**src/rtl/core/planar_odometry_integrator_defines.svh**
```systemverilog
// ----------------------------------------------------------------------------
// planar_odometry_integrator_defines
// Assertion macros for the pose integrator; empty when synthesized.
// ----------------------------------------------------------------------------
`ifndef PLANAR_ODOMETRY_INTEGRATOR_DEFINES_SVH
`define PLANAR_ODOMETRY_INTEGRATOR_DEFINES_SVH
`ifndef SYNTHESIS
`define POI_ASSERT_IMPL(lbl, clk, rst_n, ante, cons) \
    lbl: assert property (@(posedge clk) disable iff (!rst_n) (ante) |-> (cons)) \
        else $error("poi same-cycle check failed");
`define POI_ASSERT_NEXT(lbl, clk, rst_n, ante, cons) \
    lbl: assert property (@(posedge clk) disable iff (!rst_n) (ante) |=> (cons)) \
        else $error("poi next-cycle check failed");
`else
`define POI_ASSERT_IMPL(lbl, clk, rst_n, ante, cons)
`define POI_ASSERT_NEXT(lbl, clk, rst_n, ante, cons)
`endif
`endif

```
**src/rtl/core/poi_pkg.sv**
```systemverilog
// ----------------------------------------------------------------------------
// poi_pkg
// Types, constants, arctangent table and multiply schedule of the pose
// integrator.
// ----------------------------------------------------------------------------
package poi_pkg;

    localparam int CORDIC_STEPS_DEF = 16;

    localparam int VEL_W    = 16;
    localparam int POS_W    = 48;
    localparam int HEAD_W   = 32;
    localparam int IN_W     = 64;
    localparam int OUT_W    = 128;
    localparam int CS_W     = 33;
    localparam int Z_W      = 34;
    localparam int ATAN_W   = 30;
    localparam int MUL_A_W  = 34;
    localparam int MUL_B_W  = 18;
    localparam int PROD_W   = MUL_A_W + MUL_B_W;
    localparam int ACC_W    = 64;
    localparam int WZ_W     = 33;
    localparam int OP_IDX_W = 4;

    localparam logic [OP_IDX_W-1:0] MAC_LAST = 4'd12;

    localparam logic [CS_W-1:0]  CORDIC_G = 33'd652032874;
    localparam logic [15:0]      KQ_HI    = 16'hA2F9;
    localparam logic [15:0]      KQ_LO    = 16'h836E;
    localparam logic [ACC_W-1:0] RND_POS  = 64'h0000_0008_0000_0000;
    localparam logic [ACC_W-1:0] RND_HEAD = 64'h0000_0000_8000_0000;

    typedef enum logic [1:0] {
        S_IDLE,
        S_CORDIC,
        S_MAC,
        S_DONE
    } t_state;

    typedef enum logic [2:0] {
        A_COS,
        A_SIN,
        A_RXLO,
        A_RXHI,
        A_RYLO,
        A_RYHI,
        A_YAW,
        A_WZ
    } t_opa;

    typedef enum logic [2:0] {
        B_VF,
        B_VL,
        B_DT,
        B_KLO,
        B_KHI
    } t_opb;

    typedef enum logic [1:0] {
        SH_0,
        SH_16,
        SH_24
    } t_shift;

    typedef enum logic [1:0] {
        RND_ZERO_SEL,
        RND_POS_SEL,
        RND_HEAD_SEL
    } t_rnd;

    typedef enum logic [2:0] {
        D_NONE,
        D_RX,
        D_RY,
        D_WZ,
        D_X,
        D_Y,
        D_H
    } t_dest;

    typedef struct packed {
        t_opa   opa;
        t_opb   opb;
        logic   clr;
        logic   neg;
        t_shift sh;
        t_rnd   rnd;
        t_dest  dest;
    } t_mac_op;

    function automatic t_mac_op op_decode(input logic [OP_IDX_W-1:0] idx);
        t_mac_op op;
        op = '{opa: A_COS, opb: B_VF, clr: 1'b1, neg: 1'b0, sh: SH_0,
               rnd: RND_ZERO_SEL, dest: D_NONE};
        case (idx)
            4'd0: begin
                op.opa = A_COS;  op.opb = B_VF;
            end
            4'd1: begin
                op.opa = A_SIN;  op.opb = B_VL;  op.clr = 1'b0; op.neg = 1'b1;
                op.dest = D_RX;
            end
            4'd2: begin
                op.opa = A_SIN;  op.opb = B_VF;
            end
            4'd3: begin
                op.opa = A_COS;  op.opb = B_VL;  op.clr = 1'b0; op.dest = D_RY;
            end
            4'd4: begin
                op.opa = A_YAW;  op.opb = B_DT;  op.dest = D_WZ;
            end
            4'd5: begin
                op.opa = A_RXLO; op.opb = B_DT;  op.rnd = RND_POS_SEL;
            end
            4'd6: begin
                op.opa = A_RXHI; op.opb = B_DT;  op.clr = 1'b0; op.sh = SH_24;
                op.dest = D_X;
            end
            4'd7: begin
                op.opa = A_RYLO; op.opb = B_DT;  op.rnd = RND_POS_SEL;
            end
            4'd8: begin
                op.opa = A_RYHI; op.opb = B_DT;  op.clr = 1'b0; op.sh = SH_24;
                op.dest = D_Y;
            end
            4'd9: begin
                op.opa = A_WZ;   op.opb = B_KLO; op.rnd = RND_HEAD_SEL;
            end
            4'd10: begin
                op.opa = A_WZ;   op.opb = B_KHI; op.clr = 1'b0; op.sh = SH_16;
                op.dest = D_H;
            end
            default: begin
                op.dest = D_NONE;
            end
        endcase
        return op;
    endfunction

    // arctangent of 2^-i in 2^-32 turn
    function automatic logic [ATAN_W-1:0] atan_turn(input logic [4:0] i);
        logic [ATAN_W-1:0] v;
        case (i)
            5'd0:  v = 30'd536870912;
            5'd1:  v = 30'd316933406;
            5'd2:  v = 30'd167458907;
            5'd3:  v = 30'd85004756;
            5'd4:  v = 30'd42667331;
            5'd5:  v = 30'd21354465;
            5'd6:  v = 30'd10679838;
            5'd7:  v = 30'd5340245;
            5'd8:  v = 30'd2670163;
            5'd9:  v = 30'd1335087;
            5'd10: v = 30'd667544;
            5'd11: v = 30'd333772;
            5'd12: v = 30'd166886;
            5'd13: v = 30'd83443;
            5'd14: v = 30'd41722;
            5'd15: v = 30'd20861;
            5'd16: v = 30'd10430;
            5'd17: v = 30'd5215;
            5'd18: v = 30'd2608;
            5'd19: v = 30'd1304;
            5'd20: v = 30'd652;
            5'd21: v = 30'd326;
            5'd22: v = 30'd163;
            5'd23: v = 30'd81;
            5'd24: v = 30'd41;
            5'd25: v = 30'd20;
            5'd26: v = 30'd10;
            5'd27: v = 30'd5;
            5'd28: v = 30'd3;
            5'd29: v = 30'd1;
            5'd30: v = 30'd1;
            default: v = 30'd0;
        endcase
        return v;
    endfunction

endpackage

```
**src/rtl/core/planar_odometry_integrator.sv**
```systemverilog
// ----------------------------------------------------------------------------
// planar_odometry_integrator
// Dead-reckoning pose integrator: CORDIC sine/cosine of the heading, then a
// shared multiply-accumulate unit rotates and scales the body velocity and
// the yaw rate into x, y and heading increments.
// ----------------------------------------------------------------------------
// Channel  Dir  Width  Content
// s_axis   in   64     vel_forward, vel_lateral, yaw_rate, elapsed
// m_axis   out  128    pos_x, pos_y, heading
//
// One item runs CORDIC_STEPS shift-add CORDIC steps, one per cycle, then 11
// products through one 34x18 multiplier with a registered product and
// accumulator, then the result load.
// s_axis_tready is high only while idle. The next item may enter while a
// result still waits in the output register; it finishes only once that
// result is taken. Reset is synchronous and clears the pose to zero.
// ----------------------------------------------------------------------------
`include "planar_odometry_integrator_defines.svh"

module planar_odometry_integrator #(
    parameter int CORDIC_STEPS = poi_pkg::CORDIC_STEPS_DEF
) (
    input  logic                      i_clk,
    input  logic                      i_rst_n,
    input  logic                      s_axis_tvalid,
    output logic                      s_axis_tready,
    // vel_forward[15:0], vel_lateral[31:16], yaw_rate[47:32], elapsed[63:48]
    input  logic [poi_pkg::IN_W-1:0]  s_axis_tdata,
    output logic                      m_axis_tvalid,
    input  logic                      m_axis_tready,
    // pos_x[47:0], pos_y[95:48], heading[127:96]
    output logic [poi_pkg::OUT_W-1:0] m_axis_tdata
);

    localparam int CNT_W = ($clog2(CORDIC_STEPS) > 4) ? $clog2(CORDIC_STEPS) : 4;
    localparam logic [CNT_W-1:0] CORD_LAST = CNT_W'(CORDIC_STEPS - 1);

    poi_pkg::t_state r_state;
    poi_pkg::t_state n_state;
    logic [CNT_W-1:0] r_cnt;

    logic signed [poi_pkg::VEL_W-1:0] r_vf;
    logic signed [poi_pkg::VEL_W-1:0] r_vl;
    logic signed [poi_pkg::VEL_W-1:0] r_wz;
    logic        [poi_pkg::VEL_W-1:0] r_dt;

    logic [poi_pkg::POS_W-1:0]  r_x;
    logic [poi_pkg::POS_W-1:0]  r_y;
    logic [poi_pkg::HEAD_W-1:0] r_h;

    logic signed [poi_pkg::CS_W-1:0] r_cx;
    logic signed [poi_pkg::CS_W-1:0] r_cy;
    logic signed [poi_pkg::Z_W-1:0]  r_z;
    logic signed [poi_pkg::CS_W-1:0] n_cx;
    logic signed [poi_pkg::CS_W-1:0] n_cy;
    logic signed [poi_pkg::Z_W-1:0]  n_z;
    logic signed [poi_pkg::CS_W-1:0] w_cx_sh;
    logic signed [poi_pkg::CS_W-1:0] w_cy_sh;
    logic        [poi_pkg::Z_W-1:0]  w_z_step;
    logic [4:0]                      w_idx;
    logic                            w_flip;
    logic [poi_pkg::HEAD_W-1:0]      w_zr;

    logic [poi_pkg::POS_W-1:0] r_rx;
    logic [poi_pkg::POS_W-1:0] r_ry;
    logic [poi_pkg::WZ_W-1:0]  r_wzdt;

    poi_pkg::t_mac_op w_op_m;
    poi_pkg::t_mac_op w_op_a;
    poi_pkg::t_mac_op w_op_c;
    logic [poi_pkg::OP_IDX_W-1:0] w_op_idx;

    logic signed [poi_pkg::MUL_A_W-1:0] w_mul_a;
    logic signed [poi_pkg::MUL_B_W-1:0] w_mul_b;
    logic signed [poi_pkg::PROD_W-1:0]  r_prod;
    logic signed [poi_pkg::ACC_W-1:0]   w_term;
    logic        [poi_pkg::ACC_W-1:0]   w_base;
    logic        [poi_pkg::ACC_W-1:0]   r_acc;
    logic        [poi_pkg::ACC_W-1:0]   n_acc;

    logic                       r_mvalid;
    logic [poi_pkg::OUT_W-1:0]  r_mdata;
    logic                       w_accept;
    logic                       w_out_load;

    // next state
    always_comb begin
        n_state = r_state;
        case (r_state)
            poi_pkg::S_IDLE: begin
                if (s_axis_tvalid) begin
                    n_state = poi_pkg::S_CORDIC;
                end
            end
            poi_pkg::S_CORDIC: begin
                if (r_cnt == CORD_LAST) begin
                    n_state = poi_pkg::S_MAC;
                end
            end
            poi_pkg::S_MAC: begin
                if (r_cnt == CNT_W'(poi_pkg::MAC_LAST)) begin
                    n_state = poi_pkg::S_DONE;
                end
            end
            poi_pkg::S_DONE: begin
                if (!r_mvalid || m_axis_tready) begin
                    n_state = poi_pkg::S_IDLE;
                end
            end
            default: begin
                n_state = poi_pkg::S_IDLE;
            end
        endcase
    end

    // control outputs
    always_comb begin
        s_axis_tready = 1'b0;
        w_out_load    = 1'b0;
        case (r_state)
            poi_pkg::S_IDLE: begin
                s_axis_tready = 1'b1;
            end
            poi_pkg::S_DONE: begin
                w_out_load = !r_mvalid || m_axis_tready;
            end
            default: begin
                s_axis_tready = 1'b0;
            end
        endcase
    end

    assign w_accept      = s_axis_tvalid && s_axis_tready;
    assign m_axis_tvalid = r_mvalid;
    assign m_axis_tdata  = r_mdata;

    // CORDIC step
    assign w_flip   = r_h[31] ^ r_h[30];
    assign w_zr     = r_h ^ {w_flip, 31'b0};
    assign w_idx    = 5'(r_cnt);
    assign w_cx_sh  = r_cx >>> w_idx;
    assign w_cy_sh  = r_cy >>> w_idx;
    assign w_z_step = {4'b0, poi_pkg::atan_turn(w_idx)};

    always_comb begin
        if (!r_z[poi_pkg::Z_W-1]) begin
            n_cx = r_cx - w_cy_sh;
            n_cy = r_cy + w_cx_sh;
            n_z  = r_z - $signed(w_z_step);
        end else begin
            n_cx = r_cx + w_cy_sh;
            n_cy = r_cy - w_cx_sh;
            n_z  = r_z + $signed(w_z_step);
        end
    end

    // multiply schedule: product, accumulate and commit are one op apart
    assign w_op_idx = 4'(r_cnt);
    assign w_op_m   = poi_pkg::op_decode(w_op_idx);
    assign w_op_a   = poi_pkg::op_decode(w_op_idx - 4'd1);
    assign w_op_c   = poi_pkg::op_decode(w_op_idx - 4'd2);

    always_comb begin
        case (w_op_m.opa)
            poi_pkg::A_COS:  w_mul_a = {r_cx[poi_pkg::CS_W-1], r_cx};
            poi_pkg::A_SIN:  w_mul_a = {r_cy[poi_pkg::CS_W-1], r_cy};
            poi_pkg::A_RXLO: w_mul_a = {10'b0, r_rx[23:0]};
            poi_pkg::A_RXHI: w_mul_a = {{10{r_rx[47]}}, r_rx[47:24]};
            poi_pkg::A_RYLO: w_mul_a = {10'b0, r_ry[23:0]};
            poi_pkg::A_RYHI: w_mul_a = {{10{r_ry[47]}}, r_ry[47:24]};
            poi_pkg::A_YAW:  w_mul_a = {{18{r_wz[15]}}, r_wz};
            poi_pkg::A_WZ:   w_mul_a = {r_wzdt[poi_pkg::WZ_W-1], r_wzdt};
            default:         w_mul_a = '0;
        endcase
    end

    always_comb begin
        case (w_op_m.opb)
            poi_pkg::B_VF:  w_mul_b = {{2{r_vf[15]}}, r_vf};
            poi_pkg::B_VL:  w_mul_b = {{2{r_vl[15]}}, r_vl};
            poi_pkg::B_DT:  w_mul_b = {2'b0, r_dt};
            poi_pkg::B_KLO: w_mul_b = {2'b0, poi_pkg::KQ_LO};
            poi_pkg::B_KHI: w_mul_b = {2'b0, poi_pkg::KQ_HI};
            default:        w_mul_b = '0;
        endcase
    end

    always_comb begin
        case (w_op_a.sh)
            poi_pkg::SH_16: w_term = poi_pkg::ACC_W'(r_prod) <<< 16;
            poi_pkg::SH_24: w_term = poi_pkg::ACC_W'(r_prod) <<< 24;
            default:        w_term = poi_pkg::ACC_W'(r_prod);
        endcase
        if (w_op_a.clr) begin
            case (w_op_a.rnd)
                poi_pkg::RND_POS_SEL:  w_base = poi_pkg::RND_POS;
                poi_pkg::RND_HEAD_SEL: w_base = poi_pkg::RND_HEAD;
                default:               w_base = '0;
            endcase
        end else begin
            w_base = r_acc;
        end
        if (w_op_a.neg) begin
            n_acc = w_base - w_term;
        end else begin
            n_acc = w_base + w_term;
        end
    end

    // control registers
    always_ff @(posedge i_clk) begin
        if (!i_rst_n) begin
            r_state  <= poi_pkg::S_IDLE;
            r_cnt    <= '0;
            r_mvalid <= 1'b0;
        end else begin
            r_state <= n_state;
            if (n_state != r_state) begin
                r_cnt <= '0;
            end else begin
                r_cnt <= r_cnt + 1'b1;
            end
            if (w_out_load) begin
                r_mvalid <= 1'b1;
            end else if (m_axis_tready) begin
                r_mvalid <= 1'b0;
            end
        end
    end

    // pose accumulators
    always_ff @(posedge i_clk) begin
        if (!i_rst_n) begin
            r_x <= '0;
            r_y <= '0;
            r_h <= '0;
        end else if (r_state == poi_pkg::S_MAC) begin
            case (w_op_c.dest)
                poi_pkg::D_X: r_x <= r_x + {{20{r_acc[63]}}, r_acc[63:36]};
                poi_pkg::D_Y: r_y <= r_y + {{20{r_acc[63]}}, r_acc[63:36]};
                poi_pkg::D_H: r_h <= r_h + r_acc[63:32];
                default: begin
                    r_h <= r_h;
                end
            endcase
        end
    end

    // datapath
    always_ff @(posedge i_clk) begin
        if (w_accept) begin
            r_vf <= s_axis_tdata[15:0];
            r_vl <= s_axis_tdata[31:16];
            r_wz <= s_axis_tdata[47:32];
            r_dt <= s_axis_tdata[63:48];
            r_cx <= w_flip ? (poi_pkg::CS_W'(0) - poi_pkg::CORDIC_G) : poi_pkg::CORDIC_G;
            r_cy <= '0;
            r_z  <= {{2{w_zr[31]}}, w_zr};
        end else if (r_state == poi_pkg::S_CORDIC) begin
            r_cx <= n_cx;
            r_cy <= n_cy;
            r_z  <= n_z;
        end
        if (r_state == poi_pkg::S_MAC) begin
            r_prod <= w_mul_a * w_mul_b;
            r_acc  <= n_acc;
            case (w_op_c.dest)
                poi_pkg::D_RX: r_rx   <= r_acc[47:0];
                poi_pkg::D_RY: r_ry   <= r_acc[47:0];
                poi_pkg::D_WZ: r_wzdt <= r_acc[32:0];
                default: begin
                    r_wzdt <= r_wzdt;
                end
            endcase
        end
        if (w_out_load) begin
            r_mdata <= {r_h, r_y, r_x};
        end
    end

    `POI_ASSERT_NEXT(a_accept_starts_cordic, i_clk, i_rst_n, w_accept, r_state == poi_pkg::S_CORDIC)
    `POI_ASSERT_NEXT(a_cordic_to_mac, i_clk, i_rst_n, (r_state == poi_pkg::S_CORDIC) && (r_cnt == CORD_LAST), (r_state == poi_pkg::S_MAC) && (r_cnt == '0))
    `POI_ASSERT_IMPL(a_mac_count_bound, i_clk, i_rst_n, r_state == poi_pkg::S_MAC, r_cnt <= CNT_W'(poi_pkg::MAC_LAST))
    `POI_ASSERT_NEXT(a_pose_hold, i_clk, i_rst_n, r_state != poi_pkg::S_MAC, $stable(r_x) && $stable(r_y) && $stable(r_h))

endmodule

```
**config.mk**
```make
export PLATFORM = sky130hd
export DESIGN_NAME = planar_odometry_integrator
export DESIGN_NICKNAME = d
export VERILOG_FILES = /design/src/rtl/core/poi_pkg.sv /design/src/rtl/core/planar_odometry_integrator.sv
export VERILOG_INCLUDE_DIRS = /design/src /design/src/rtl/core
export SDC_FILE = /design/constraint.sdc
export NUM_CORES = 2
export LEC_CHECK = 0
export BUFFER_PORTS_ARGS = -buffer_cell sky130_fd_sc_hd__buf_4
export CAP_MARGIN = 25
export CORE_MARGIN = 2
export CORE_UTILIZATION = 59
export DETAILED_ROUTE_END_ITERATION = 16
export PLACE_DENSITY = 0.79
export SLEW_MARGIN = 10
export SYNTH_ARGS = -nofsm -noshare
export SYNTH_HDL_FRONTEND = slang
export SYNTH_SLANG_ARGS = --single-unit
```
**constraint.sdc**
```tcl
create_clock -name i_clk -period 8.5 [get_ports i_clk]
set_input_delay 1.7 -clock i_clk [delete_from_list [all_inputs] [get_ports i_clk]]
set_output_delay 1.7 -clock i_clk [all_outputs]
set_load 0.01 [all_outputs]
```
# Yosys cells after proc, flatten, opt, wreduce, memory -nomap -nowiden
# Memories as Yosys holds them, arrays and structs flattened. A register that Yosys moved wholly into a read port is not among the register bits.
# Cells that the tools add are included.
[word_totals]
register_bits = 672
rom_bits = 960
input_bits = 68
out_inout_bits = 130
elab_cells = 138
memories = 1
[memory_table]
columns = ["memory", "words", "width", "rd", "rd_clocked_by_memory_dff", "wr", "line", "rtl"]
rows = [
  ["(name not given)", 32, 30, 1, 1, 0, "poi_pkg.sv:143", "case (i)"],
]
[classes]
add_sub_neg = 14
n_mul = 1
n_eq_ne = 51
n_shift = 2
mux = 29
n_bitwise = 3
n_reduce_logical = 18
[op_table]
columns = ["cell", "count"]
rows = [
  ["one-hot mux 34 bit (8 select lines)", 1],
  ["two-way mux 33 bit", 5],
  ["two-way mux 64 bit", 2],
  ["one-hot mux 64 bit (2 select lines)", 1],
  ["two-way mux 34 bit", 3],
  ["adder 48 bit", 2],
  ["one-hot mux 18 bit (5 select lines)", 1],
  ["one-hot mux 36 bit (2 select lines)", 1],
  ["adder 33 bit", 2],
  [">>> shifter 33 x 4 -> 33 bit", 2],
  ["subtractor 33 bit", 2],
  ["adder 64 bit", 1],
  ["subtractor 64 bit", 1],
  ["one-hot mux 6 bit (10 select lines)", 1],
  ["multiplier 34 x 18 -> 52 bit", 1],
  ["equality test 4 bit (second input constant)", 10],
  ["equality test 4 x 3 -> 1 bit (second input constant)", 9],
  ["adder 34 x 31 -> 34 bit", 1],
  ["subtractor 34 x 31 -> 34 bit", 1],
  ["adder 32 bit", 1],
  ["bitwise XOR 32 bit", 1],
  ["equality test 3 bit (second input constant)", 8],
  ["equality test 3 x 2 -> 1 bit (second input constant)", 6],
  ["one-hot mux 3 bit (6 select lines)", 1],
  ["other kinds (25)", 54],
]

# Logic depth before layout (Yosys ltp)
[depth]
depth_word = 9
mapped_depth = 43
ltp_nobuf = 34

# Worst setup path before layout
# OpenSTA, ideal clock, no wires.
[synth_path]
kind = "register to register"
start = "reg r_cnt[0]"
end = "reg r_prod[50] in the netlist's numbering, data pin"
setup_ns = 0.265
arrival_ns = 9.158
required_time_ns = 8.235
path_slack_ns = -0.923
path_stages_with_launch = 40
n_path_buf = 7
synth_period_minus_slack_ns = 9.423
cell_sequence = "dfxtp_1 -> buf_6 -> buf_6 -> buf_4 -> buf_4 -> inv_1 -> ha_1 -> clkbuf_1 -> nor2_1 -> nor2_1 -> nor2_1 -> a21oi_1 -> o21ai_0 -> nor2b_1 -> clkbuf_1 -> a22oi_1 -> clkinv_1 -> a211oi_1 -> [4 not listed] -> fa_1 -> fa_1 -> fa_1 -> inv_1 -> fa_1 -> inv_1 -> ha_1 -> a21o_1 -> a21o_1 -> a21o_1 -> a221oi_1 -> o211ai_1 -> o21ai_0 -> a21oi_1 -> a31o_2 -> a221oi_1 -> o21ai_0 -> xor2_1"
[synth_via]
elab_chain_len = 5
elab_cells_between_ends = 27
cone_classes = "mul (1); eq/ne (21); mux (3); reduce/logical (2)"
[synth_rtl]
columns = ["element", "line", "rtl"]
rows = [
  ["from (decl)", "planar_odometry_integrator.sv:40", "logic [CNT_W-1:0] r_cnt;"],
  ["from (signal assigned)", "planar_odometry_integrator.sv:221", "r_cnt <= r_cnt + 1'b1;"],
  ["equality test 4 bit (tied with other cells)", "n/a", ""],
  ["one-hot mux 6 bit (10 select lines) *", "poi_pkg.sv:95", "case (idx)"],
  ["equality test 3 bit (tied with other cells)", "planar_odometry_integrator.sv:164", "case (w_op_m.opa)"],
  ["one-hot mux 34 bit (8 select lines) or one-hot mux 18 bit (5 select lines) (tied branches)", "planar_odometry_integrator.sv:164, planar_odometry_integrator.sv:178", ""],
  ["multiplier 34 x 18 -> 52 bit *", "planar_odometry_integrator.sv:265", "r_prod <= w_mul_a * w_mul_b;"],
  ["to (signal assigned)", "planar_odometry_integrator.sv:265", ""],
  ["to (decl)", "planar_odometry_integrator.sv:75", "logic signed [poi_pkg::PROD_W-1:0] r_prod;"],
]
# Every way passes the cells marked *; elsewhere a longest branch is shown, timed or not.
# A chain may end at the register's enable or synchronous reset.

# Worst setup path after layout
# Same ends and word-level chain as after synthesis.

==> impl_metrics.py <==
metrics = {
    "clock_tree": {
        "cts-buffers-inserted": 76,
        "clock_latency_ns": 0.67,
        "clk_path_buf_depth": 3,
        "cts_tree": "done",
        "htreeDepth": 3,
        "path_clk_slew_ns": 0.07,
        "clock-sinks": 702,
        "root_buffer": "clkbuf_16",
    },
    "worst_setup_path": {
        "arrival_ns": 8.74,
        "slowest_delay_ns": 0.55,
        "required_ns": 8.93,
        "crit_fanout": 17,
        "criticalPathCategory": "flip-flop to flip-flop",
        "cp_common_cell": "fa_1",
        "critPathLaunchType": "flip-flop",
        "crit_slowest_cell": "fa_1",
        "worstSetupEndpointType": "flip-flop",
    },
    "timing": {
        "period_share": 0.978,
        "worst_pin_slew_ns": 1.01,
        "setup_slack_ns": 0.187,
        "slew_headroom": 0.326,
        "fin_crit_ns": 8.31,
        "final-setup-viol-count": 0,
        "finalMaxSlewViolations": 0,
        "skew_ns": 0.0500,
        "fmax_mhz": 120,
        "hold_violations": 0,
    },
    "logic_synthesis": {
        "avgSynthCellArea_um2": 9.30,
        "async_reset_ff_frac": 0,
        "yosysUniqueCellTypes": 89,
        "synthesis.nets": 8305,
        "synth_seq_cells": 702,
        "yosys_warnings": 0,
        "yosysSeqAreaShare": 0.284,
        "synth_ff_type": "edfxtp_1",
        "netlist_instances": 7227,
        "synth-edff-count": 504,
        "syn_area_um2": 67200,
    },
    "routing": {
        "drt_iter0_markers": 6027,
        "vias_per_cell": 6.26,
        "routed_wl_um": 214000,
        "wl_per_cell_um": 23.4,
        "route.detailed.drc": 0,
        "ant_nets": 0,
        "vias": 57300,
        "drt-pass1-iter-count": 6,
    },
    "layout": {
        "final_util": 0.677,
        "area_growth_pct": 13.5,
        "num-nets-final": 8663,
        "fin_cells": 9152,
        "final_layout_size_suffix_gt1_frac": 0.130,
    },
    "die": {
        "die_area_um2": 117000,
        "start_util": 0.596,
        "io_pins": 198,
        "row_count": 123,
        "die_width_um": 342,
        "core_um2": 113000,
        "die_h_um": 342,
    },
    "job": {
        "max_cap_violations": 0,
    },
    "place": {
        "gp_congestion": 1.01,
        "dp_slack_ns": -0.201,
        "io_buffers": 197,
        "dpl.cell_count": 8974,
        "dp_hpwl_um": 168000,
    },
    "run_status": {
        "status": "finished, final reports clean",
    },
    "global_routing": {
        "antenna_found_initial": 5,
        "overflow": 0,
        "grt_pass1_wl_um": 323000,
        "grt_max_degree": 82,
        "grt_pass1_vias": 55300,
        "grt_usage": 0.362,
    },
    "min_path": {
        "hold_path.class": "flip-flop to flip-flop",
    },
}
-- cells in the mapped netlist (all sizes together), types with 57 or more instances --
library cell	number	area [um^2]
a21o	192	1440
a21oi	463	2320
a31oi	72	450
and2	135	845
and3	57	357
clkbuf	278	1040
dfxtp	198	3960
edfxtp	504	15100
fa	582	11700
ha	428	5360
inv	804	3020
mux4	72	1620
nand2	865	3250
nand2b	67	419
nand3	109	546
nor2	559	2100
nor3	75	380
o21ai	384	1920
xnor2	243	2130
xor2	211	1850
-- stage by stage --
stage                     TNS (ns)  instance area, um^2  hold slack, ns
after floorplan            -0.0147                67600           0.417
after global placement      -0.219                73000           0.431
after detailed placement    -0.877                73000           0.437
after CTS                  -0.0100                75500           0.453
after global routing        -0.175                76300           0.469
final                            0                76300           0.450
-- final timing paths --
path                                                   end            startpoint  slack (ns)  cells after the start
worst max register to register        r_prod[50]$_DFFE_PP_   r_cnt[0]$_SDFF_PP0_        0.19                     39
worst min-delay path            m_axis_tdata[47]$_DFFE_PP_  r_x[47]$_SDFFE_PN0P_        0.45                      0
worst max-delay path                  r_prod[50]$_DFFE_PP_   r_cnt[0]$_SDFF_PP0_        0.19                     39
worst min register to register  m_axis_tdata[47]$_DFFE_PP_  r_x[47]$_SDFFE_PN0P_        0.45                      0
-- logic make-up after synthesis --
kind of cell,share of synthesized area
xor gates and xnor gates,0.0591
AOI/OAI and AO/OA,0.165
adders and majority gates,0.253
and+or+nand+nor,0.139
DFF,0.284
buffers and inverters,0.0644
muxes,0.0358
-- layout make-up --
class	instances	area [um^2]
Tap cell	1500	1880
Multi-Input combinational cell	5393	44600
Timing Repair Buffer	605	5170
Clock inverter	43	458
Sequential cell	702	19100
Fill cell	8939	36500
Antenna cell	3	7.51
Inverter	807	3050
Clock buffer	99	2050
-- repair_timing --
action	CTS	global route
hold buffers	0	0
gates resized for setup	10	106
setup buffers	0	28
setup endpoints to repair	9	19
gates cloned	0	3
pin swaps	0	35
-- critical path: cells and delay by family (launching register included) --
kind                     cells  cell delay [ns]
AO/OA/AOI/OAI               12             1.89
XOR/XNOR                     1             0.15
adder cells (fa/ha/maj)      8             3.55
buffers and inverters       12             1.42
flip-flops                   1             0.37
AND/OR/NAND/NOR              6             0.67
-- flip-flops by register name, summed over array words and instances, names as in the netlist, 33 cells and up --
register,cells
r_y,48
r_prod,52
r_rx,48
r_x,48
r_cy,33
r_z,34
r_cx,33
r_ry,48
r_acc,64
m_axis_tdata,128
r_wzdt,33
-- layer usage --
layer,global-route usage,vias up,share of wire
met3,0.0666,620,0.10
li1,-,25700,-
met4,0.196,4,0.062
met5,0,-,0.00017
met2,0.561,2968,0.45
met1,0.485,28000,0.39
-- cells in the final DEF, fill, tap and decap left out, types with 37 or more instances in the layout --
| master | netlist | routed |
|---|---|---|
| dfxtp_1 | 198 | 194 |
| o21bai_1 | 51 | 51 |
| a21o_1 | 192 | 192 |
| and3_1 | 57 | 56 |
| o21a_1 | 47 | 46 |
| a221o_1 | 53 | 52 |
| o21ai_0 | 373 | 365 |
| buf_12 | 0 | 39 |
| fa_1 | 582 | 576 |
| nand2b_1 | 67 | 66 |
| mux4_2 | 72 | 72 |
| nor3_1 | 74 | 72 |
| a21oi_1 | 463 | 459 |
| ha_1 | 428 | 423 |
| nand4_1 | 45 | 45 |
| a31oi_1 | 72 | 70 |
| xor2_1 | 211 | 211 |
| buf_4 | 2 | 543 |
| clkbuf_16 | 0 | 79 |
| edfxtp_1 | 504 | 504 |
| xnor2_1 | 243 | 242 |
| mux2i_1 | 38 | 38 |
| nor2_1 | 559 | 551 |
| nand3_1 | 109 | 108 |
| and2_1 | 135 | 134 |
| o31ai_1 | 38 | 37 |
| a211oi_1 | 52 | 43 |
| nand2_1 | 865 | 849 |
| a22oi_1 | 46 | 41 |
| a21boi_0 | 40 | 37 |
| inv_1 | 803 | 795 |
| nor2b_1 | 44 | 43 |
Power is not shown: default switching activity piles up to over one toggle a cycle in this logic, so the estimate is an artifact.
